`config.mk`:
```
export PLATFORM = sky130hd
export DESIGN_NAME = fdt_cdiv
export DESIGN_NICKNAME = d
export VERILOG_FILES = /design/src/fdt_pipe_reg.sv /design/src/fdt_cdiv.sv
export SDC_FILE = /design/constraint.sdc
export NUM_CORES = 1
export LEC_CHECK = 0
export CAP_MARGIN = 10
export CORE_ASPECT_RATIO = 1.4
export CORE_MARGIN = 3
export CORE_UTILIZATION = 60
export DETAILED_ROUTE_END_ITERATION = 12
export DONT_BUFFER_PORTS = 1
export MAX_ROUTING_LAYER = met4
export PLACE_DENSITY = 0.86
export SETUP_SLACK_MARGIN = 0.2
export SLEW_MARGIN = 15
export SYNTH_ARGS = -nofsm -noshare
export SYNTH_HDL_FRONTEND = slang
export SYNTH_SLANG_ARGS = --single-unit
```
`constraint.sdc`:
```
create_clock -name aclk -period 5.75 [get_ports aclk]
set_input_delay 0.575 -clock aclk [delete_from_list [all_inputs] [get_ports aclk]]
set_output_delay 0.575 -clock aclk [all_outputs]
set_load 0.02 [all_outputs]
```
`src/fdt_pipe_reg.sv`:
```
// One valid/ready pipeline register stage with bubble fill.
// Generic; no package dependencies.
module fdt_pipe_reg #(
    parameter int WIDTH = 8
) (
    input  logic             aclk,
    input  logic             aresetn,
    input  logic             in_valid,
    output logic             in_ready,
    input  logic [WIDTH-1:0] in_data,
    output logic             out_valid,
    input  logic             out_ready,
    output logic [WIDTH-1:0] out_data
);

    logic             valid_reg;
    logic             valid_next;
    logic [WIDTH-1:0] data_reg;

    assign in_ready   = !valid_reg || out_ready;
    assign valid_next = in_ready ? in_valid : valid_reg;

    always_ff @(posedge aclk) begin
        if (!aresetn) begin
            valid_reg <= 1'b0;
        end else begin
            valid_reg <= valid_next;
        end
    end

    always_ff @(posedge aclk) begin
        if (in_ready && in_valid) begin
            data_reg <= in_data;
        end
    end

    assign out_valid = valid_reg;
    assign out_data  = data_reg;

endmodule

```
`src/fdt_cdiv.sv`:
```
// Two-stage divider by a constant: reciprocal multiply, then remainder.
// Uses fdt_pipe_reg; sideband bits travel alongside the operand.
module fdt_cdiv #(
    parameter int A_W     = 16,
    parameter int DIVISOR = 3,
    parameter int Q_W     = 15,
    parameter int R_W     = 2,
    parameter int SIDE_W  = 1
) (
    input  logic              aclk,
    input  logic              aresetn,
    input  logic              in_valid,
    output logic              in_ready,
    input  logic [A_W-1:0]    in_a,
    input  logic [SIDE_W-1:0] in_side,
    output logic              out_valid,
    input  logic              out_ready,
    output logic [Q_W-1:0]    out_q,
    output logic [R_W-1:0]    out_r,
    output logic [SIDE_W-1:0] out_side
);

    localparam int K = A_W + $clog2(DIVISOR);
    localparam int M_W = A_W + 2;
    localparam int P_W = A_W + M_W;
    localparam logic [63:0] MAGIC_WIDE =
        ((64'd1 << K) + 64'(DIVISOR) - 64'd1) / 64'(DIVISOR);
    localparam logic [M_W-1:0] MAGIC = MAGIC_WIDE[M_W-1:0];
    localparam logic [A_W-1:0] DIV_A = A_W'(DIVISOR);
    localparam int S1_W = SIDE_W + A_W + Q_W;
    localparam int S2_W = SIDE_W + Q_W + R_W;

    logic [P_W-1:0]    prod;
    logic [Q_W-1:0]    q_est;
    logic              s1_valid;
    logic              s1_ready;
    logic [S1_W-1:0]   s1_data;
    logic [SIDE_W-1:0] s1_side;
    logic [A_W-1:0]    s1_a;
    logic [Q_W-1:0]    s1_q;
    logic [A_W-1:0]    rem_full;
    logic [S2_W-1:0]   s2_data;

    assign prod  = {{M_W{1'b0}}, in_a} * {{A_W{1'b0}}, MAGIC};
    assign q_est = prod[K +: Q_W];

    fdt_pipe_reg #(.WIDTH(S1_W)) u_mul (
        .aclk      (aclk),
        .aresetn   (aresetn),
        .in_valid  (in_valid),
        .in_ready  (in_ready),
        .in_data   ({in_side, in_a, q_est}),
        .out_valid (s1_valid),
        .out_ready (s1_ready),
        .out_data  (s1_data)
    );

    assign {s1_side, s1_a, s1_q} = s1_data;
    assign rem_full = s1_a - A_W'(s1_q) * DIV_A;

    fdt_pipe_reg #(.WIDTH(S2_W)) u_rem (
        .aclk      (aclk),
        .aresetn   (aresetn),
        .in_valid  (s1_valid),
        .in_ready  (s1_ready),
        .in_data   ({s1_side, s1_q, rem_full[R_W-1:0]}),
        .out_valid (out_valid),
        .out_ready (out_ready),
        .out_data  (s2_data)
    );

    assign {out_side, out_q, out_r} = s2_data;

`ifndef SYNTHESIS
    a_rem_below_divisor: assert property (
        @(posedge aclk) disable iff (!aresetn)
        out_valid |-> (A_W'(out_r) < DIV_A)
    ) else $error("remainder not below divisor");
`endif

endmodule

```
==> reports/metrics.yaml <==
timing:
  slew-limit-headroom_pct: 44.9
  rsz0062_at_grt: "false"
  max_freq_ghz: 0.184
  clock_skew_ns: 0.00474
  hold_violations: 0
  post-route-min-period_ns: 5.44
  worst_slew_pin_slew_ns: 0.827
  hold-worst-slack_ns: 0.391
  slew_viol_final: 0
  fin_crit_sh_pct: 94.6
  setup_viol: 0
route:
  top_layer_used: "met4"
  avgViaCountPerCell: 5.45
  drt_iter0_markers: 149
  wirelength_um: 12400
  dr_wl_met2_um: 6760
  drcViolationCount: 0
  dr_wl_met3_um: 492
  dr.pass1.iters: 4
  drtAntennaViolNets: 0
  num_vias: 3836
  routedLengthMet1_um: 4340
  routedWlPerCell_um: 17.6
worst_setup_path:
  arrival_ns: 5.46
  crit_start: "in_a[5]"
  setup.worst_path.class: "in -> reg"
  path_depth: 19
  critPathSlowestCell: "fa_1"
  endpoint: "u_mul.out_data[12]"
  crit_buf_inv: 4
  critPathRequiredTime_ns: 5.77
  critPathTopFamily: "adder cells"
  path_cells: "ha_2, xor2_1, ha_1, inv_1, fa_1, inv_1, fa_1, fa_1, inv_1, fa_1, inv_1, ha_2, a21o_2, a2111oi_4, o211ai_1, a211o_2, a31oi_4, o21bai_2, xor2_1"
  cp-end-kind: "flop"
  critPathMaxStageDelay_ns: 0.54
  reg2reg_from: "u_rem.out_valid"
  startpoint_type: "input pin"
  reg2regPathDepth: 3
  worst-path-max-fanout: 6
  r2r_setup_slack_ns: 3.89
  reg2reg_to: "u_mul.out_data[9]"
global_routing:
  antenna_found_initial: 0
  grt_use_total_pct: 24.5
  gr-total-overflow: 0
  grt_first_pass_wirelength_um: 20400
  first_global_vias: 4455
  grt_max_degree: 19
place:
  post-dp-hpwl_um: 11000
  post_dp_cell_area_um2: 6050
  port-buffer-count: 0
  placedCellCount: 695
  gp_congestion: 1.08
synth:
  synth.top_cell.area_share_pct: 27.4
  ys_seq_elements: 38
  netlist_instances: 562
  avgSynthCellArea_um2: 10.5
  synth_cell_types: 43
  ys_warn_count: 0
  synth_area_leader_cell: "ha_1"
  yosysSeqAreaShare_pct: 19.0
  synthesis.area_um2: 5890
  synth_nets: 789
  synth_area_leaders: "ha_1 (27%), fa_1 (26%), edfxtp_1 (18%)"
layout:
  final_area_um2: 6270
  fin_util_pct: 65.9
  nets: 798
  drive_above_1_share_pct: 5.42
  final_cells: 704
  final_common_cell: "inv_1"
  syn2layout_area_growth_pct: 6.39
  antennaDiodeCount: 0
  final_cell_mix: "inv_1 (181), ha_1 (125), fa_1 (77), edfxtp_1 (36), a21oi_1 (22)"
die:
  std_cell_rows: 42
  ioPinCount: 41
  core_area_um2: 9510
  die_w_um: 89.7
  dieArea_um2: 11100
  dieHeight_um: 123
  start_util_pct: 61.9
clock_network:
  clock-sinks: 38
  cts-root-buf: "clkbuf_16"
  cts_max_level: 2
  insertion_delay_ns: 0.28
  clkTransAtPathRegs_ns: 0.06
  cts_buffers: 5
  cts_tree: "yes"
  clock_path_buffers: 2
run_status:
  status: "finished, final reports clean"
job:
  maxCapViolCount: 0
hold_path:
  min_path_type: "in -> reg"
[area by class of cell]
type | instances | area (um^2)
Clock inverter | 2 | 12.5
Tap cell | 132 | 165
Sequential cell | 38 | 1120
Fill cell | 714 | 3250
Clock buffer | 6 | 139
Inverter | 181 | 679
Timing Repair Buffer | 4 | 30.0
Multi-Input combinational cell | 341 | 4120
[state kept, by name, summed over array words and instances, names as in the netlist]
signal,flops
u_mul.out_valid,1
u_mul.out_data,18
u_rem.out_data,18
u_rem.out_valid,1
[routing by layer]
layer	vias up	GRT usage, %
met5	-	-
met4	0	14.2
met3	55	3.47
met2	132	47.4
met1	1842	23.0
li1	1807	-
[Yosys cell counts (all sizes together)]
| master | instances |
|---|---|
| o22a | 1 |
| xnor2 | 11 |
| o31ai | 3 |
| a21oi | 22 |
| nor2 | 7 |
| o221ai | 1 |
| a31oi | 3 |
| o21ai | 5 |
| a211oi | 3 |
| ha | 129 |
| a21o | 7 |
| o211ai | 4 |
| nand4 | 7 |
| nand3 | 7 |
| nor2b | 4 |
| a2111oi | 1 |
| or4 | 1 |
| nor4 | 1 |
| xor2 | 15 |
| nor3b | 1 |
| nand2b | 1 |
| nand2 | 15 |
| or3 | 1 |
| and2 | 3 |
| o21a | 3 |
| edfxtp | 36 |
| buf | 2 |
| o41ai | 1 |
| inv | 181 |
| nor3 | 1 |
| fa | 77 |
| o21bai | 3 |
| nand4b | 1 |
| dfxtp | 2 |
| o311ai | 1 |
| a211o | 1 |
[stage by stage]
| step | setup WS (ns) | setup TNS, ns |
|---|---|---|
| after floorplan | 0.284 | 0 |
| after global placement | 0.0464 | 0 |
| after detailed placement | -0.0382 | -0.0611 |
| after CTS | 0.269 | 0 |
| after global routing | 0.172 | 0 |
| final | 0.313 | 0 |
[cell families (layout without fill, tap and decap cells)]
logic type / count (synthesis) / count (layout) / share of synthesized area, %
simple gates: 50 / 50 / 4.48
flops: 38 / 38 / 19.0
compound gates: 59 / 59 / 7.12
buf+inv: 183 / 193 / 11.9
xor+xnor: 26 / 26 / 3.87
fa+ha+maj: 206 / 206 / 53.6
[worst min-delay path by stage]
stage	startpoint	endpoint	slack, ns	depth (start not counted)
detailed placement	u_mul.out_data[9]	u_rem.out_data[11]	0.40	0
CTS	in_a[0]	u_mul.out_data[15]	0.39	0
finish	in_a[0]	u_mul.out_data[15]	0.39	0
global placement	u_mul.out_data[10]	u_rem.out_data[12]	0.40	0
floorplan	u_mul.out_data[8]	u_rem.out_data[10]	0.40	0
global route	in_a[0]	u_mul.out_data[15]	0.39	0
[timing repair]
item                                    4_1_cts  5_1_grt
resized for setup                             0        9
endpoints found under the setup margin        0        8
buffers inserted                              0        1
hold buffers                                  0        0
endpoints found under the hold margin         0        0
Power is left out: the tool's default activity adds up to more than one toggle a clock period on the data nets, which glitch-free logic cannot reach.
