<file path="config.mk">
export PLATFORM = sky130hd
export DESIGN_NAME = fdt_pipe_reg
export DESIGN_NICKNAME = d
export VERILOG_FILES = /design/src/fdt_pipe_reg.sv
export SDC_FILE = /design/constraint.sdc
export NUM_CORES = 1
export LEC_CHECK = 0
export BUFFER_PORTS_ARGS = -buffer_cell sky130_fd_sc_hd__buf_4
export CORE_AREA = 2 2 39 41
export CTS_CLUSTER_DIAMETER = 100
export DETAILED_ROUTE_END_ITERATION = 7
export DIE_AREA = 0 0 41 43
export PLACE_DENSITY = 0.57
export SETUP_SLACK_MARGIN = 0.4
export SKIP_CTS_REPAIR_TIMING = 1
export SLEW_MARGIN = 20
export SYNTH_ARGS = -nofsm -noshare
export SYNTH_HDL_FRONTEND = slang
export SYNTH_SLANG_ARGS = --single-unit
</file>
<file path="constraint.sdc">
create_clock -name aclk -period 2 [get_ports aclk]
set_input_delay 0.4 -clock aclk [delete_from_list [all_inputs] [get_ports aclk]]
set_output_delay 0.4 -clock aclk [all_outputs]
set_load 0.01 [all_outputs]
</file>
<file path="src/fdt_pipe_reg.sv">
// One valid/ready pipeline register stage with bubble fill.
// Generic; no package dependencies.
module fdt_pipe_reg #(
    parameter int WIDTH = 8
) (
    input  logic             aclk,
    input  logic             aresetn,
    input  logic             in_valid,
    output logic             in_ready,
    input  logic [WIDTH-1:0] in_data,
    output logic             out_valid,
    input  logic             out_ready,
    output logic [WIDTH-1:0] out_data
);

    logic             valid_reg;
    logic             valid_next;
    logic [WIDTH-1:0] data_reg;

    assign in_ready   = !valid_reg || out_ready;
    assign valid_next = in_ready ? in_valid : valid_reg;

    always_ff @(posedge aclk) begin
        if (!aresetn) begin
            valid_reg <= 1'b0;
        end else begin
            valid_reg <= valid_next;
        end
    end

    always_ff @(posedge aclk) begin
        if (in_ready && in_valid) begin
            data_reg <= in_data;
        end
    end

    assign out_valid = valid_reg;
    assign out_data  = data_reg;

endmodule

</file>
==> flow_metrics.env, run 1 <==
export IMPL_outcome="complete, no violations"
export IMPL_min_delay_start="in_data[3]"
export IMPL_die_h_um=43
export IMPL_register_area_um2=260
export IMPL_drtPass1Iterations=2
export IMPL_area_delta_synth_final_pct=68.5
export IMPL_placement_io_buffers=21
export IMPL_holdWs_ns=0.329
export IMPL_critPathMaxFanout=3
export IMPL_dp_slack_ns=0.802
export IMPL_tightest_slew_ns=0.143
export IMPL_htree_levels=1
export IMPL_die_x_um=41
export IMPL_drt_iter0_drc=1
export IMPL_worstPathRequired_ns=1.60
export IMPL_clockRootBuffer="clkbuf_4"
export IMPL_reg2reg_slack_ns=1.09
export IMPL_worstSetupPathType="flop to output port"
export IMPL_power_leakage_nw=0.222
export IMPL_antenna_found_initial=0
export IMPL_place_area_um2=475
export IMPL_crit_path_end_kind="output port"
export IMPL_p_int_w=0.000325
export IMPL_mostFrequentLayoutCells="buf_4, edfxtp_1, clkbuf_4"
export IMPL_min_period_ns=1.24
export IMPL_antenna_cells=0
export IMPL_cp_slowest_cell="dfxtp_1"
export IMPL_syn_inst=13
export IMPL_hold_viol=0
export IMPL_ys_seq_area_frac=0.874
export IMPL_vias=201
export IMPL_multiInputGateArea_um2=33.8
export IMPL_die_area_um2=1760
export IMPL_first_global_vias=206
export IMPL_cts_buffer_depth=2
export IMPL_grt_ovfl_total=0
export IMPL_synth_net_count=25
export IMPL_track_usage=0.0776
export IMPL_cp_num_buf_inv=1
export IMPL_critPathLaunch="out_valid"
export IMPL_max_freq_mhz=807
export IMPL_ios=22
export IMPL_finalSetupTns_ns=0
export IMPL_power_switching_w=0.0000729
export IMPL_setup_violations=0
export IMPL_gp_congestion=0.540
export IMPL_ys_warn_count=0
export IMPL_post_drt_wl_per_cell_um=10.6
export IMPL_routed_wl_um=575
export IMPL_final_fill_count=141
export IMPL_slew_headroom=0.905
export IMPL_cts_tree="done"
export IMPL_grt_first_pass_wirelength_um=814
export IMPL_cp_arrival_ns=0.84
export IMPL_max_stage_delay_ns=0.38
export IMPL_final_area_um2=502
export IMPL_path_clk_slew_ns=0.05
export IMPL_grt_setup_unrepaired="no"
export IMPL_powerDensity_nw_per_um2=793
export IMPL_vias_per_cell=3.72
export IMPL_grt_max_degree=9
export IMPL_ys_ff_latch=9
export IMPL_synth_area_um2=298
export IMPL_drc=0
export IMPL_clk_latency_ns=0.24
export IMPL_start_kind="flop"
export IMPL_post_route_period_util=0.619
export IMPL_setup_slack_ns=0.761
export IMPL_cap_viol_max_count=0
export IMPL_crit_path_cell_trace="nand2b_4 > buf_4"
export IMPL_synth_cell_types=6
export IMPL_drive_gt1_frac=0.711
export IMPL_power_frac_seq=0.558
export IMPL_r2r_start="out_valid"
export IMPL_ir_worst_vdd_mv=0.316
export IMPL_cp_top_family="flip-flops"
export IMPL_drv_slew=0
export IMPL_fin_util=0.363
export IMPL_p_comb_frac=0.123
export IMPL_fin_nets=51
export IMPL_ant_nets=0
export IMPL_final_common_cell="buf_4"
export IMPL_core_area_um2=1380
export IMPL_avgSynthCellArea_um2=22.9
export IMPL_cts_sinks=9
export IMPL_swShare=0.183
export IMPL_cts_buffers=3
export IMPL_initial_core_util=0.215
export IMPL_row_count=14
export IMPL_skew_ns=0.000208
export IMPL_p_clk_frac=0.319
export IMPL_holdCritPathClass="input port to flop"
## power by group through the flow
stage                     Sequential (W)  Combinational (W)  Clock [W]
after floorplan                 0.000231         0.00000935          0
after global placement          0.000225          0.0000487          0
after detailed placement        0.000226          0.0000499          0
after CTS                       0.000222          0.0000499   0.000133
after global routing            0.000222          0.0000537   0.000147
final                           0.000222          0.0000489   0.000127
## per-layer routing
metal | up-vias | GRT usage | wire, um | part of all wire
met2 | 18 | 0.128 | 295 | 0.51
met3 | 0 | 0.0471 | 101 | 0.18
met5 | - | 0 | 0 | 0
met4 | 0 | 0.0600 | 0 | 0
met1 | 85 | 0.0576 | 179 | 0.31
li1 | 98 | - | - | -
## registers in the layout, indices dropped and copies added (netlist names)
register,flops
out_data,8
out_valid,1
## through the flow
stage / std cells / total power, W
2_1_floorplan: 13 / 0.000241
3_3_place_gp: 50 / 0.000274
3_5_place_dp: 50 / 0.000276
4_1_cts: 54 / 0.000405
5_1_grt: 54 / 0.000423
6_report: 54 / 0.000398
## cells by family (layout without fill, tap and decap cells)
group                  after synthesis  count (layout)  share of synthesized area
AO/OA/AOI/OAI                        1               1                     0.0378
buffers and inverters                1              26                     0.0126
flip-flops                           9               9                      0.874
AND/OR/NAND/NOR                      2               2                     0.0756
## layout make-up
class,count,share of cell area
Clock buffer,4,0.0524
Multi-Input combinational cell,3,0.0673
Tap cell,16,0.0399
Timing Repair Buffer,21,0.314
Inverter,1,0.00748
Sequential cell,9,0.519
## worst register-to-register path, stage by stage, from the launching register on
cell	delay, ns
dfxtp_1	0.33
nand2b_4	0.09
and2_4	0.20
## cells in the mapped netlist (all sizes together)
library cell | number | area share
a21boi | 1 | 0.038
nand2b | 1 | 0.046
inv | 1 | 0.013
dfxtp | 1 | 0.067
edfxtp | 8 | 0.81
and2 | 1 | 0.029
## worst paths after layout
kind	to	depth (start not counted)
min	out_data[3]	1
min reg2reg	out_valid	2
max	in_ready	2
max reg2reg	out_data[0]	2
(Power assumes the default switching activity.)
==> inputs of run 2 (changes only) <==
- ABC_AREA: unset -> 1
- PLACE_DENSITY: 0.57 -> 0.56
- clock period: 2 -> 1.3 ns (I/O delays scaled with it)
==> run 2 against run 1 <==
Compared with the run above:
- sequential share of layout area shrank 3.8 points
- register-to-register slack lost 0.73 ns
- routed wire length grew 13%
- synthesized area shrank 2.1%
- clock power grew 61%
- count of clock-buffer cells in the layout is the same
- clock skew grew 0.0041 ns
- critical path depth is the same
- sequential power grew 55%
- highest routed layer unchanged
==> flow_metrics.env, run 2 <==
export IMPL_mostFrequentLayoutCells="buf_4, edfxtp_1, buf_6, clkbuf_4, inv_1"
export IMPL_final_common_cell="buf_4"
export IMPL_outcome="complete, no violations"
export IMPL_yosysTopAreaCell="edfxtp_1"
export IMPL_grt_first_pass_wirelength_um=897
export IMPL_gp_congestion=0.600
export IMPL_hold_viol=0
export IMPL_swShare=0.203
export IMPL_skew_ns=0.00432
export IMPL_first_global_vias=218
export IMPL_r2r_end="out_data[6]"
export IMPL_placement_io_buffers=21
export IMPL_power_frac_seq=0.540
export IMPL_async_flop_share=0
export IMPL_p_int_w=0.000507
export IMPL_max_freq_mhz=957
export IMPL_r2r_start="out_valid"
export IMPL_drtPass1Iterations=1
export IMPL_holdPathEnd="out_data[0]"
export IMPL_track_usage=0.0836
export IMPL_crit_path_end_kind="output port"
export IMPL_worstPathRequired_ns=1.04
export IMPL_ys_ff_latch=9
export IMPL_syn_inst=15
export IMPL_synth_area_um2=292
export IMPL_core_area_um2=1380
export IMPL_row_count=14
export IMPL_die_h_um=43
export IMPL_final_fill_count=139
export IMPL_register_area_um2=264
export IMPL_power_leakage_nw=0.244
export IMPL_routed_wl_um=648
export IMPL_area_delta_synth_final_pct=88.4
export IMPL_post_route_period_util=0.804
export IMPL_drive_gt1_frac=0.732
export IMPL_htree_levels=1
export IMPL_multiInputGateArea_um2=36.3
export IMPL_powerDensity_nw_per_um2=1160
export IMPL_cts_buffers=3
export IMPL_power_w=0.000636
export IMPL_synth_top_area_frac=0.824
export IMPL_critPathMaxFanout=3
export IMPL_antenna_found_initial=0
export IMPL_post_drt_wl_per_cell_um=11.4
export IMPL_finalSetupTns_ns=0
export IMPL_holdWs_ns=0.177
export IMPL_synth_net_count=27
export IMPL_synth_ff_type="edfxtp_1"
export IMPL_holdCritPathClass="input port to flop"
export IMPL_antenna_cells=0
export IMPL_die_area_um2=1760
export IMPL_synth_most_common_cell="edfxtp_1"
export IMPL_die_x_um=41
export IMPL_p_clk_frac=0.323
export IMPL_avgSynthCellArea_um2=19.4
export IMPL_largest_reg_flops=8
export IMPL_cap_viol_max_count=0
export IMPL_drt_iter0_drc=0
export IMPL_min_period_ns=1.04
export IMPL_ir_worst_vdd_mv=0.430
export IMPL_p_comb_frac=0.137
export IMPL_vias_per_cell=3.81
export IMPL_cts_sinks=9
export IMPL_ys_seq_area_frac=0.893
export IMPL_ant_nets=0
export IMPL_fin_util=0.397
export IMPL_hold_depth=1
export IMPL_min_delay_start="in_data[0]"
export IMPL_start_kind="flop"
export IMPL_grt_ovfl_total=0
export IMPL_reg2reg_depth=1
export IMPL_cp_arrival_ns=0.78
export IMPL_initial_core_util=0.211
export IMPL_setup_violations=0
export IMPL_cts_tree="done"
export IMPL_clockRootBuffer="clkbuf_4"
export IMPL_grt_max_degree=9
export IMPL_vias=217
export IMPL_power_switching_w=0.000129
export IMPL_slew_headroom=0.814
export IMPL_path_clk_slew_ns=0.06
export IMPL_ys_warn_count=0
export IMPL_synth_common_cells="edfxtp_1, inv_1"
export IMPL_fin_nets=54
export IMPL_synth_area_leaders="edfxtp_1, dfxtp_1, a21oi_2"
export IMPL_grt_setup_unrepaired="yes"
export IMPL_place_detailed_hpwl_um=536
export IMPL_synth_cell_types=7
export IMPL_ios=22
export IMPL_clk_latency_ns=0.25
export IMPL_drv_slew=0
export IMPL_drc=0
export IMPL_cts_buffer_depth=2
export IMPL_synth_edf_count=8
export IMPL_tightest_slew_ns=0.278
export IMPL_worstSetupPathType="flop to output port"
export IMPL_reg2reg_slack_ns=0.36
-- run 2: worst max-delay path: stages (launching register included) --
cell,delay [ns]
dfxtp_4,0.37
nand2_4,0.05
buf_6,0.11
-- run 2: power groups by stage --
stage | sequential (W) | clock [W] | combinational, W
final | 0.000344 | 0.000205 | 0.0000872
after detailed placement | 0.000348 | 0 | 0.0000787
after global routing | 0.000345 | 0.000233 | 0.0000945
after floorplan | 0.000357 | 0 | 0.0000153
after global placement | 0.000347 | 0 | 0.0000768
after CTS | 0.000342 | 0.000218 | 0.0000786
-- run 2: cell families (layout without fill, tap and decap cells) --
logic type	Yosys count	in the layout	share of synthesized area
DFF	9	9	0.893
and+or+nand+nor	1	1	0.0215
AOI/OAI and AO/OA	2	2	0.0472
buffers and inverters	3	29	0.0386
-- run 2: layout make-up --
type                            count  share of cell area
Sequential cell                     9               0.481
Timing Repair Buffer               22               0.349
Multi-Input combinational cell      3              0.0661
Clock buffer                        4              0.0478
Tap cell                           16              0.0364
Inverter                            3              0.0205
-- run 2: how the worst max path moves through the flow --
| stage | slack [ns] | endpoint | cells after the start | from |
|---|---|---|---|---|
| after floorplan | 0.42 | out_data[0] | 1 | out_valid |
| after global placement | 0.33 | out_data[0] | 3 | out_ready |
| after detailed placement | 0.30 | out_data[3] | 3 | in_valid |
| after CTS | 0.19 | in_ready | 2 | out_valid |
| after global routing | 0.21 | in_ready | 2 | out_valid |
| final | 0.26 | in_ready | 2 | out_valid |
-- run 2: per-layer routing --
metal  vias up  GRT usage  share of wire
met5         -          0              0
met4         0     0.0800              0
met3         0     0.0471           0.18
met2        22      0.109           0.44
met1        91     0.0878           0.38
li1        104          -              -
-- run 2: stage by stage --
step / instances / cell area [um^2] / setup slack (ns)
6_report: 57 / 549 / 0.255
5_1_grt: 57 / 549 / 0.212
4_1_cts: 56 / 508 / 0.189
3_5_place_dp: 52 / 482 / 0.305
3_3_place_gp: 52 / 482 / 0.334
2_1_floorplan: 15 / 304 / 0.417
==> inputs of run 3 (changes only) <==
- PLACE_DENSITY: 0.56 -> 0.58
- clock period: 1.3 -> 0.9 ns (I/O delays scaled with it)
==> run 3 against run 2 <==
Compared with the run above:
- the run now ends with setup timing left
- hold slack got worse by 0.068 ns
- routed wire length decreased by 5.9%
- first-iteration DRC count is 3 higher
- sequential share of layout area is 1.8 points lower
- cell count grew 3.5%
- combinational power is 57% higher
- non-clock buffer count up 2
- clock power increased by 40%
- utilization grew 1.2 points
- largest cell class unchanged
- largest power group unchanged
==> flow_metrics.env, run 3 (synthesis gave the netlist of run 2 again) <==
export IMPL_power_leakage_nw=0.254
export IMPL_vias=221
export IMPL_worstPathRequired_ns=0.72
export IMPL_die_h_um=43
export IMPL_powerDensity_nw_per_um2=1630
export IMPL_drive_gt1_frac=0.744
export IMPL_place_area_um2=497
export IMPL_max_freq_mhz=956
export IMPL_routed_wl_um=610
export IMPL_ir_worst_vdd_mv=0.788
export IMPL_first_global_vias=217
export IMPL_cts_sinks=9
export IMPL_initial_core_util=0.211
export IMPL_mostFrequentLayoutCells="buf_4, edfxtp_1, buf_6, clkbuf_4, inv_1"
export IMPL_max_stage_delay_ns=0.36
export IMPL_drtPass1Iterations=4
export IMPL_area_delta_synth_final_pct=94.0
export IMPL_outcome="finished with violations"
export IMPL_placedCellCount=54
export IMPL_post_drt_wl_per_cell_um=10.3
export IMPL_crit_path_cell_trace="buf_6 > nand2_4 > buf_6"
export IMPL_critPathMaxFanout=2
export IMPL_cp_top_family="flip-flops"
export IMPL_clockRootBuffer="clkbuf_4"
export IMPL_grt_first_pass_wirelength_um=855
export IMPL_grt_max_degree=9
export IMPL_ios=22
export IMPL_cp_arrival_ns=0.87
export IMPL_grt_ovfl_total=0
export IMPL_fin_cells=59
export IMPL_die_area_um2=1760
export IMPL_final_area_um2=566
export IMPL_drt_iter0_drc=3
export IMPL_setup_violations=18
export IMPL_path_clk_slew_ns=0.06
export IMPL_hold_viol=0
export IMPL_cts_buffers=3
export IMPL_grt_setup_unrepaired="yes"
export IMPL_gp_congestion=0.568
export IMPL_cp_slowest_cell="dfxtp_2"
export IMPL_clk_latency_ns=0.24
export IMPL_start_kind="flop"
export IMPL_track_usage=0.0722
export IMPL_largest_reg_flops=8
export IMPL_fin_nets=56
export IMPL_drv_slew=0
export IMPL_die_x_um=41
export IMPL_setup_slack_ns=-0.146
export IMPL_cp_num_buf_inv=2
export IMPL_worstSetupPathType="flop to output port"
export IMPL_violations="setup timing"
export IMPL_cap_viol_max_count=0
export IMPL_antenna_found_initial=0
export IMPL_final_common_cell="buf_4"
export IMPL_crit_path_end_kind="output port"
export IMPL_post_route_period_util=1.16
export IMPL_vias_per_cell=3.75
export IMPL_drc=0
export IMPL_holdCritPathClass="input port to flop"
export IMPL_final_fill_count=126
export IMPL_tightest_slew_ns=0.284
export IMPL_finalSetupTns_ns=-0.718
export IMPL_crit_top_cell="buf_6"
export IMPL_cts_buffer_depth=2
export IMPL_cts_tree="done"
export IMPL_core_area_um2=1380
export IMPL_power_w=0.000920
export IMPL_ant_nets=0
export IMPL_placement_io_buffers=21
export IMPL_skew_ns=0.000662
export IMPL_min_period_ns=1.05
export IMPL_row_count=14
export IMPL_slew_headroom=0.810
export IMPL_htree_levels=1
export IMPL_antenna_cells=0
[run 3: changes by cell type in the layout (fill, tap and decap cells not counted)]
cell     previous run  this run
buf_6               7         8
dfxtp_4             1         0
dfxtp_2             0         1
buf_4              15        16
[run 3: final cells by class]
type                       count  area, um^2  area share
inverter                       3        11.3      0.0199
sequential                     9         262       0.462
tap                           16        20.0      0.0354
timing repair buffer          24         210       0.372
clock buffer                   4        26.3      0.0465
multi-input combinational      3        36.3      0.0642
[run 3: path summary, 6_finish.rpt]
kind               from          end  slack [ns]  depth (start not counted)
max           out_valid     in_ready       -0.15                          3
min          in_data[2]  out_data[2]        0.11                          1
min reg2reg   out_valid  out_data[6]        0.63                          1
max reg2reg   out_valid  out_data[1]       -0.02                          1
[run 3: metrics by stage]
stage	setup slack, ns	hold slack, ns	utilization
2_1_floorplan	0.0166	0.279	-
3_3_place_gp	0.000590	0.361	0.359
3_5_place_dp	-0.0154	0.360	0.359
4_1_cts	-0.200	0.104	0.378
5_1_grt	-0.191	0.0871	0.409
6_report	-0.146	0.110	0.409
[run 3: layer usage]
layer / track usage / part of all wire / vias up
met3: 0.0366 / 0.19 / 0
li1: - / - / 110
met2: 0.119 / 0.38 / 22
met1: 0.0772 / 0.43 / 89
met5: 0 / 0 / -
met4: 0.0200 / 0 / 0
[run 3: power by group]
part | internal, W | total [W] | leakage [nW] | switching [W]
Sequential | 0.000485 | 0.000497 | 0.0860 | 0.0000121
Clock | 0.000169 | 0.000287 | 0.0150 | 0.000117
Combinational | 0.0000864 | 0.000137 | 0.153 | 0.0000505
