File: config.mk
export PLATFORM = sky130hd
export DESIGN_NAME = fdt_civil
export DESIGN_NICKNAME = d
export VERILOG_FILES = /design/src/fdt_pkg.sv /design/src/fdt_pipe_reg.sv /design/src/fdt_cdiv.sv /design/src/fdt_civil.sv
export SDC_FILE = /design/constraint.sdc
export NUM_CORES = 1
export LEC_CHECK = 0
export ABC_AREA = 1
export BUFFER_PORTS_ARGS = -buffer_cell sky130_fd_sc_hd__buf_2
export CAP_MARGIN = 25
export CORE_UTILIZATION = 35
export CTS_CLUSTER_DIAMETER = 80
export DETAILED_ROUTE_END_ITERATION = 6
export SKIP_CTS_REPAIR_TIMING = 1
export SLEW_MARGIN = 20
export SYNTH_ARGS = -nofsm -noshare
export SYNTH_HDL_FRONTEND = slang
export SYNTH_SLANG_ARGS = --single-unit
File: constraint.sdc
create_clock -name aclk -period 9.85 [get_ports aclk]
set_input_delay 0.4925 -clock aclk [delete_from_list [all_inputs] [get_ports aclk]]
set_output_delay 0.4925 -clock aclk [all_outputs]
set_load 0.005 [all_outputs]
File: src/fdt_pkg.sv
// Shared types for the tick-count to FAT date/time converter.
// Packed layouts of the DOS date and time words; no dependencies.
package fdt_pkg;

    localparam int DAYS_W   = 16;
    localparam int YEAR_W   = 7;
    localparam int MONTH_W  = 4;
    localparam int DAY_W    = 5;
    localparam int HOUR_W   = 5;
    localparam int MINUTE_W = 6;
    localparam int SEC2_W   = 5;

    typedef struct packed {
        logic [YEAR_W-1:0]  year;
        logic [MONTH_W-1:0] month;
        logic [DAY_W-1:0]   day;
    } dos_date_t;

    typedef struct packed {
        logic [HOUR_W-1:0]   hour;
        logic [MINUTE_W-1:0] minute;
        logic [SEC2_W-1:0]   sec2;
    } dos_time_t;

endpackage

File: src/fdt_pipe_reg.sv
// One valid/ready pipeline register stage with bubble fill.
// Generic; no package dependencies.
module fdt_pipe_reg #(
    parameter int WIDTH = 8
) (
    input  logic             aclk,
    input  logic             aresetn,
    input  logic             in_valid,
    output logic             in_ready,
    input  logic [WIDTH-1:0] in_data,
    output logic             out_valid,
    input  logic             out_ready,
    output logic [WIDTH-1:0] out_data
);

    logic             valid_reg;
    logic             valid_next;
    logic [WIDTH-1:0] data_reg;

    assign in_ready   = !valid_reg || out_ready;
    assign valid_next = in_ready ? in_valid : valid_reg;

    always_ff @(posedge aclk) begin
        if (!aresetn) begin
            valid_reg <= 1'b0;
        end else begin
            valid_reg <= valid_next;
        end
    end

    always_ff @(posedge aclk) begin
        if (in_ready && in_valid) begin
            data_reg <= in_data;
        end
    end

    assign out_valid = valid_reg;
    assign out_data  = data_reg;

endmodule

File: src/fdt_cdiv.sv
// Two-stage divider by a constant: reciprocal multiply, then remainder.
// Uses fdt_pipe_reg; sideband bits travel alongside the operand.
module fdt_cdiv #(
    parameter int A_W     = 16,
    parameter int DIVISOR = 3,
    parameter int Q_W     = 15,
    parameter int R_W     = 2,
    parameter int SIDE_W  = 1
) (
    input  logic              aclk,
    input  logic              aresetn,
    input  logic              in_valid,
    output logic              in_ready,
    input  logic [A_W-1:0]    in_a,
    input  logic [SIDE_W-1:0] in_side,
    output logic              out_valid,
    input  logic              out_ready,
    output logic [Q_W-1:0]    out_q,
    output logic [R_W-1:0]    out_r,
    output logic [SIDE_W-1:0] out_side
);

    localparam int K = A_W + $clog2(DIVISOR);
    localparam int M_W = A_W + 2;
    localparam int P_W = A_W + M_W;
    localparam logic [63:0] MAGIC_WIDE =
        ((64'd1 << K) + 64'(DIVISOR) - 64'd1) / 64'(DIVISOR);
    localparam logic [M_W-1:0] MAGIC = MAGIC_WIDE[M_W-1:0];
    localparam logic [A_W-1:0] DIV_A = A_W'(DIVISOR);
    localparam int S1_W = SIDE_W + A_W + Q_W;
    localparam int S2_W = SIDE_W + Q_W + R_W;

    logic [P_W-1:0]    prod;
    logic [Q_W-1:0]    q_est;
    logic              s1_valid;
    logic              s1_ready;
    logic [S1_W-1:0]   s1_data;
    logic [SIDE_W-1:0] s1_side;
    logic [A_W-1:0]    s1_a;
    logic [Q_W-1:0]    s1_q;
    logic [A_W-1:0]    rem_full;
    logic [S2_W-1:0]   s2_data;

    assign prod  = {{M_W{1'b0}}, in_a} * {{A_W{1'b0}}, MAGIC};
    assign q_est = prod[K +: Q_W];

    fdt_pipe_reg #(.WIDTH(S1_W)) u_mul (
        .aclk      (aclk),
        .aresetn   (aresetn),
        .in_valid  (in_valid),
        .in_ready  (in_ready),
        .in_data   ({in_side, in_a, q_est}),
        .out_valid (s1_valid),
        .out_ready (s1_ready),
        .out_data  (s1_data)
    );

    assign {s1_side, s1_a, s1_q} = s1_data;
    assign rem_full = s1_a - A_W'(s1_q) * DIV_A;

    fdt_pipe_reg #(.WIDTH(S2_W)) u_rem (
        .aclk      (aclk),
        .aresetn   (aresetn),
        .in_valid  (s1_valid),
        .in_ready  (s1_ready),
        .in_data   ({s1_side, s1_q, rem_full[R_W-1:0]}),
        .out_valid (out_valid),
        .out_ready (out_ready),
        .out_data  (s2_data)
    );

    assign {out_side, out_q, out_r} = s2_data;

`ifndef SYNTHESIS
    a_rem_below_divisor: assert property (
        @(posedge aclk) disable iff (!aresetn)
        out_valid |-> (A_W'(out_r) < DIV_A)
    ) else $error("remainder not below divisor");
`endif

endmodule

File: src/fdt_civil.sv
// Day count since 1970-01-01 to Gregorian year, month and day.
// Uses fdt_pkg, fdt_pipe_reg and fdt_cdiv; sideband bits pass through.
module fdt_civil
    import fdt_pkg::*;
#(
    parameter int SIDE_W = 1
) (
    input  logic              aclk,
    input  logic              aresetn,
    input  logic              in_valid,
    output logic              in_ready,
    input  logic [DAYS_W-1:0] in_days,
    input  logic [SIDE_W-1:0] in_side,
    output logic              out_valid,
    input  logic              out_ready,
    output dos_date_t         out_date,
    output logic [SIDE_W-1:0] out_side
);

    localparam int DOE_W = 18;
    localparam int Z_W   = 20;
    localparam int C0_W  = SIDE_W + 1 + DOE_W;
    localparam int C1_W  = SIDE_W + 1 + 7 + 2 + DOE_W;
    localparam int D8S_W = SIDE_W + 1 + 7 + 2;
    localparam int C2_W  = SIDE_W + 1 + 9 + 9;
    localparam int D9S_W = SIDE_W + 1 + 9;
    localparam int D10S_W = SIDE_W + YEAR_W + MONTH_W;

    logic [Z_W-1:0]     z;
    logic               era5_in;
    logic [DOE_W-1:0]   doe_in;

    logic               c0_valid, c0_ready;
    logic [C0_W-1:0]    c0_data;
    logic [DOE_W-1:0]   c0_doe;

    logic               d7_valid, d7_ready;
    logic [6:0]         d7_q;
    logic [C0_W-1:0]    d7_side;
    logic [SIDE_W-1:0]  d7_ext;
    logic               d7_era5;
    logic [DOE_W-1:0]   d7_doe;
    logic [2:0]         cent_cnt;
    logic [1:0]         ccent;
    logic [DOE_W-1:0]   t_in;

    logic               c1_valid, c1_ready;
    logic [C1_W-1:0]    c1_data;
    logic [D8S_W-1:0]   c1_side;
    logic [DOE_W-1:0]   c1_t;

    logic               d8_valid, d8_ready;
    logic [8:0]         d8_yoe;
    logic [8:0]         d8_r;
    logic [D8S_W-1:0]   d8_side;
    logic [SIDE_W-1:0]  d8_ext;
    logic               d8_era5;
    logic [6:0]         d8_q7;
    logic [1:0]         d8_ccent;
    logic [1:0]         c100;
    logic [8:0]         doy_in;

    logic               c2_valid, c2_ready;
    logic [C2_W-1:0]    c2_data;
    logic [D9S_W-1:0]   c2_side;
    logic [8:0]         c2_doy;

    logic               d9_valid, d9_ready;
    logic [3:0]         d9_mp;
    logic [7:0]         d9_r;
    logic [D9S_W-1:0]   d9_side;
    logic [SIDE_W-1:0]  d9_ext;
    logic               d9_era5;
    logic [8:0]         d9_yoe;
    logic [MONTH_W-1:0] month;
    logic [YEAR_W-1:0]  year7;

    logic [DAY_W-1:0]   d10_q;
    logic [D10S_W-1:0]  d10_side;

    // shift epoch to 0000-03-01; era is 4 or 5 for any 16-bit day count
    assign z       = Z_W'(in_days) + 20'd719468;
    assign era5_in = (z >= 20'd730485);
    assign doe_in  = era5_in ? DOE_W'(z - 20'd730485) : DOE_W'(z - 20'd584388);

    fdt_pipe_reg #(.WIDTH(C0_W)) u_c0 (
        .aclk      (aclk),
        .aresetn   (aresetn),
        .in_valid  (in_valid),
        .in_ready  (in_ready),
        .in_data   ({in_side, era5_in, doe_in}),
        .out_valid (c0_valid),
        .out_ready (c0_ready),
        .out_data  (c0_data)
    );

    assign c0_doe = c0_data[DOE_W-1:0];

    fdt_cdiv #(.A_W(16), .DIVISOR(365), .Q_W(7), .R_W(9), .SIDE_W(C0_W)) u_d1460 (
        .aclk      (aclk),
        .aresetn   (aresetn),
        .in_valid  (c0_valid),
        .in_ready  (c0_ready),
        .in_a      (c0_doe[DOE_W-1:2]),
        .in_side   (c0_data),
        .out_valid (d7_valid),
        .out_ready (d7_ready),
        .out_q     (d7_q),
        .out_r     (),
        .out_side  (d7_side)
    );

    assign {d7_ext, d7_era5, d7_doe} = d7_side;
    assign cent_cnt = 3'(d7_doe >= 18'd36524) + 3'(d7_doe >= 18'd73048)
                    + 3'(d7_doe >= 18'd109572) + 3'(d7_doe >= 18'd146096)
                    - 3'(d7_doe == 18'd146096);
    assign ccent = cent_cnt[1:0];
    assign t_in  = d7_doe - DOE_W'(d7_q) + DOE_W'(ccent);

    fdt_pipe_reg #(.WIDTH(C1_W)) u_c1 (
        .aclk      (aclk),
        .aresetn   (aresetn),
        .in_valid  (d7_valid),
        .in_ready  (d7_ready),
        .in_data   ({d7_ext, d7_era5, d7_q, ccent, t_in}),
        .out_valid (c1_valid),
        .out_ready (c1_ready),
        .out_data  (c1_data)
    );

    assign {c1_side, c1_t} = c1_data;

    fdt_cdiv #(.A_W(DOE_W), .DIVISOR(365), .Q_W(9), .R_W(9), .SIDE_W(D8S_W)) u_dyear (
        .aclk      (aclk),
        .aresetn   (aresetn),
        .in_valid  (c1_valid),
        .in_ready  (c1_ready),
        .in_a      (c1_t),
        .in_side   (c1_side),
        .out_valid (d8_valid),
        .out_ready (d8_ready),
        .out_q     (d8_yoe),
        .out_r     (d8_r),
        .out_side  (d8_side)
    );

    assign {d8_ext, d8_era5, d8_q7, d8_ccent} = d8_side;
    assign c100 = 2'(d8_yoe >= 9'd100) + 2'(d8_yoe >= 9'd200) + 2'(d8_yoe >= 9'd300);
    assign doy_in = d8_r + 9'(d8_q7) - 9'(d8_ccent) - 9'(d8_yoe[8:2]) + 9'(c100);

    fdt_pipe_reg #(.WIDTH(C2_W)) u_c2 (
        .aclk      (aclk),
        .aresetn   (aresetn),
        .in_valid  (d8_valid),
        .in_ready  (d8_ready),
        .in_data   ({d8_ext, d8_era5, d8_yoe, doy_in}),
        .out_valid (c2_valid),
        .out_ready (c2_ready),
        .out_data  (c2_data)
    );

    assign {c2_side, c2_doy} = c2_data;

    fdt_cdiv #(.A_W(11), .DIVISOR(153), .Q_W(4), .R_W(8), .SIDE_W(D9S_W)) u_dmonth (
        .aclk      (aclk),
        .aresetn   (aresetn),
        .in_valid  (c2_valid),
        .in_ready  (c2_ready),
        .in_a      (11'(c2_doy) * 11'd5 + 11'd2),
        .in_side   (c2_side),
        .out_valid (d9_valid),
        .out_ready (d9_ready),
        .out_q     (d9_mp),
        .out_r     (d9_r),
        .out_side  (d9_side)
    );

    assign {d9_ext, d9_era5, d9_yoe} = d9_side;
    assign month = (d9_mp < 4'd10) ? d9_mp + 4'd3 : d9_mp - 4'd9;
    // year - 1980 mod 128: era offset is 20 for era 5 and 4 for era 4
    assign year7 = d9_yoe[YEAR_W-1:0] + (d9_era5 ? 7'd20 : 7'd4)
                 + YEAR_W'(month <= 4'd2);

    fdt_cdiv #(.A_W(8), .DIVISOR(5), .Q_W(DAY_W), .R_W(3), .SIDE_W(D10S_W)) u_dday (
        .aclk      (aclk),
        .aresetn   (aresetn),
        .in_valid  (d9_valid),
        .in_ready  (d9_ready),
        .in_a      (d9_r),
        .in_side   ({d9_ext, year7, month}),
        .out_valid (out_valid),
        .out_ready (out_ready),
        .out_q     (d10_q),
        .out_r     (),
        .out_side  (d10_side)
    );

    assign out_side       = d10_side[D10S_W-1 -: SIDE_W];
    assign out_date.year  = d10_side[YEAR_W+MONTH_W-1 -: YEAR_W];
    assign out_date.month = d10_side[MONTH_W-1:0];
    assign out_date.day   = d10_q + 5'd1;

`ifndef SYNTHESIS
    a_doe_in_era: assert property (
        @(posedge aclk) disable iff (!aresetn)
        c0_valid |-> (c0_doe < 18'd146097)
    ) else $error("day of era out of range");
`endif

endmodule

==> run_results.csv <==
group,metric,value,unit
critical_path,crit_top_cell,"nand2_1",
timing,rsz0062_at_grt,"false",
timing,setup_viol_count_final,0,
clock_network,clk_path_buf_depth,3,
timing,hold_slack,0.131,ns
route,drtPass1Iterations,5,
timing,max-slew-margin-rel,44.6,%
synth,synth_cell_types,50,
critical_path,critical_path.max_stage_delay,0.63,ns
floorplanning,core_area,77600,sq um
critical_path,cp-end-kind,"flop",
clock_network,clockRootBuffer,"clkbuf_16",
power,power.density,292,nW/um^2
timing,fin_crit,6.12,ns
min_path,hp-class,"primary input to flop",
power,power,0.00882,W
floorplanning,pin_count,40,
critical_path,cp_max_fo,9,
route,viasPerCell,4.54,
route,wl,51.4,mm
final_layout,layout_common_cells,"601 x inv_1, 525 x ha_1, 327 x nand2_1",
global_route,grt_pass1_wl,86.1,mm
power,ir_drop,535,uV
synth,syn_inst,2686,
synth,ys_ff_latch,266,
route,ant_nets,0,
synth,synth_edf_count,255,
timing,finClkSkew,0.0382,ns
global_route,grt_usage,13.5,%
floorplanning,die_w,282,um
timing,clock.fmax,0.163,GHz
critical_path,slowest_stage,"nor2_1",
final_layout,syn2layout_area_growth,9.86,%
timing,fin_setup_tns,0,ns
timing,slew_violations,0,
critical_path,crit_required,10.14,ns
floorplanning,num_rows,102,
placed_design,numPortBuffers,39,
power,leakage,14.7,nW
floorplanning,start_util,35.5,%
timing,hold_viol_final,0,
synth,async_flop_share,0,%
clock_network,tritoncts,"done",
final_layout,nets,3581,
critical_path,arrival,6.41,ns
route,drt_iter0_drc,753,
clock_network,cts_max_level,2,
route,drc,0,
floorplanning,fp.dieH,282,um
final_layout,drive_above_1_share,4.95,%
clock_network,cts-buffers-inserted,34,
route,dr_total_vias,17400,
synth,syn_nets,3503,
clock_network,cts.sinks,266,
critical_path,worstSetupPathType,"flop to flop",
critical_path,cp-start-kind,"flop",
global_route,antenna_found_initial,0,
timing,fin_crit_sh,62.2,%
placed_design,gp_congestion,0.884,
synth,syn-cell-area,27500,sq um
route,wl_per_cell,13.4,um
clock_network,clock_latency,0.56,ns
flow_run,maxCapViolCount,0,
clock_network,clkTransAtPathRegs,0.06,ns
synth,ys.flop_type,"edfxtp_1",
final_layout,layout_commonest_cell,"inv_1",
placed_design,dp_hpwl,43.8,mm
global_route,grt_overflow_total,0,
synth,yosys_warnings,0,
final_layout,diodes,0,
floorplanning,die_area,79700,sq um
run_status,status,"finished, final reports clean",
timing,tightestPinTransition,0.831,ns
global_route,grt_pass1_vias,17400,
global_route,grt_max_degree,30,
synth,avgSynthCellArea,10.2,sq um
synth,seq_area_frac_synth,28.6,%
## metrics by stage
stage | cells | utilization, % | cell area (sq um) | worst slack (ns)
2_1_floorplan | 2686 | - | 27500 | 4.23
3_3_place_gp | 3766 | 37.4 | 29000 | 3.82
3_5_place_dp | 3767 | 37.4 | 29000 | 3.72
4_1_cts | 3827 | 38.9 | 30200 | 3.68
5_1_grt | 3828 | 39.0 | 30200 | 3.22
6_report | 3828 | 39.0 | 30200 | 3.73
## critical path: cells and delay by family, from the launching register on
family	cells	cell delay, ns
xor+xnor	1	0.07
buf+inv	4	0.32
simple gates	14	1.80
flops	1	0.48
fa+ha+maj	7	2.75
compound gates	2	0.43
## metal layers
metal / vias up / global-route usage [%] / wire, um
li1: 8894 / - / -
met1: 8286 / 17.8 / 24500
met2: 143 / 23.5 / 24900
met3: 39 / 1.82 / 1280
met4: 0 / 2.55 / 711
met5: - / 0 / 0
## path summary, 6_finish.rpt
check	from	depth (start not counted)	slack (ns)	endpoint
worst min-delay path	in_side	1	0.13	u_c0.out_data[19]
worst max register to register	u_c2.out_data[1]	28	3.73	u_dmonth.u_mul.out_data[1]
worst max-delay path	u_c2.out_data[1]	28	3.73	u_dmonth.u_mul.out_data[1]
worst min register to register	u_dyear.u_mul.out_data[30]	0	0.39	u_dyear.u_rem.out_data[21]
## sequential cells by signal (all words and copies together), names as in the netlist, 17 cells and up
| signal | count |
|---|---|
| u_c1.out_data | 29 |
| u_dyear.u_mul.out_data | 29 |
| u_dyear.u_rem.out_data | 29 |
| u_d1460.u_mul.out_data | 27 |
| u_d1460.u_rem.out_data | 27 |
| u_dmonth.u_mul.out_data | 21 |
| u_dmonth.u_rem.out_data | 21 |
| u_c0.out_data | 20 |
| u_c2.out_data | 18 |
| u_dday.u_mul.out_data | 17 |
| u_dday.u_rem.out_data | 17 |
## cell type report
type | instances | area (sq um)
clock buffer | 39 | 870
sequential | 266 | 7880
multi-input combinational | 1809 | 17300
timing repair buffer | 47 | 270
clock inverter | 21 | 294
inverter | 606 | 2280
fill | 7702 | 47400
tap | 1040 | 1300
## kinds of logic after synthesis
logic type / synth area share (%)
compound gates: 5.35
xor+xnor: 4.04
fa+ha+maj: 43.6
buf+inv: 8.39
flops: 28.6
simple gates: 9.98
## cells in the mapped netlist (4+ instances only)
| cell type | instances | area (sq um) |
|---|---|---|
| a211oi_1 | 4 | 30.0 |
| a21boi_0 | 4 | 30.0 |
| a21o_1 | 12 | 90.1 |
| a21oi_1 | 125 | 626 |
| a31oi_1 | 13 | 81.3 |
| dfxtp_1 | 11 | 220 |
| edfxtp_1 | 255 | 7660 |
| fa_1 | 271 | 5430 |
| ha_1 | 525 | 6570 |
| inv_1 | 601 | 2260 |
| inv_2 | 4 | 15.0 |
| nand2_1 | 327 | 1230 |
| nand2_2 | 9 | 56.3 |
| nand2_4 | 4 | 45.0 |
| nand3_1 | 80 | 400 |
| nand3b_1 | 5 | 37.5 |
| nand4_1 | 25 | 156 |
| nor2_1 | 130 | 488 |
| nor2_2 | 4 | 25.0 |
| nor3_1 | 21 | 105 |
| nor3b_1 | 4 | 30.0 |
| nor4_1 | 5 | 31.3 |
| o211ai_1 | 4 | 30.0 |
| o21a_1 | 4 | 30.0 |
| o21ai_0 | 63 | 315 |
| o21bai_1 | 13 | 97.6 |
| or2_2 | 4 | 25.0 |
| xnor2_1 | 44 | 385 |
| xor2_1 | 83 | 727 |
## power breakdown
part	total [W]	internal, W	switching [W]
Sequential	0.00147	0.00139	0.0000872
Combinational	0.00606	0.00240	0.00367
Clock	0.00129	0.000780	0.000506
Total	0.00882	0.00456	0.00426
Power figures use the tool's default switching activity.
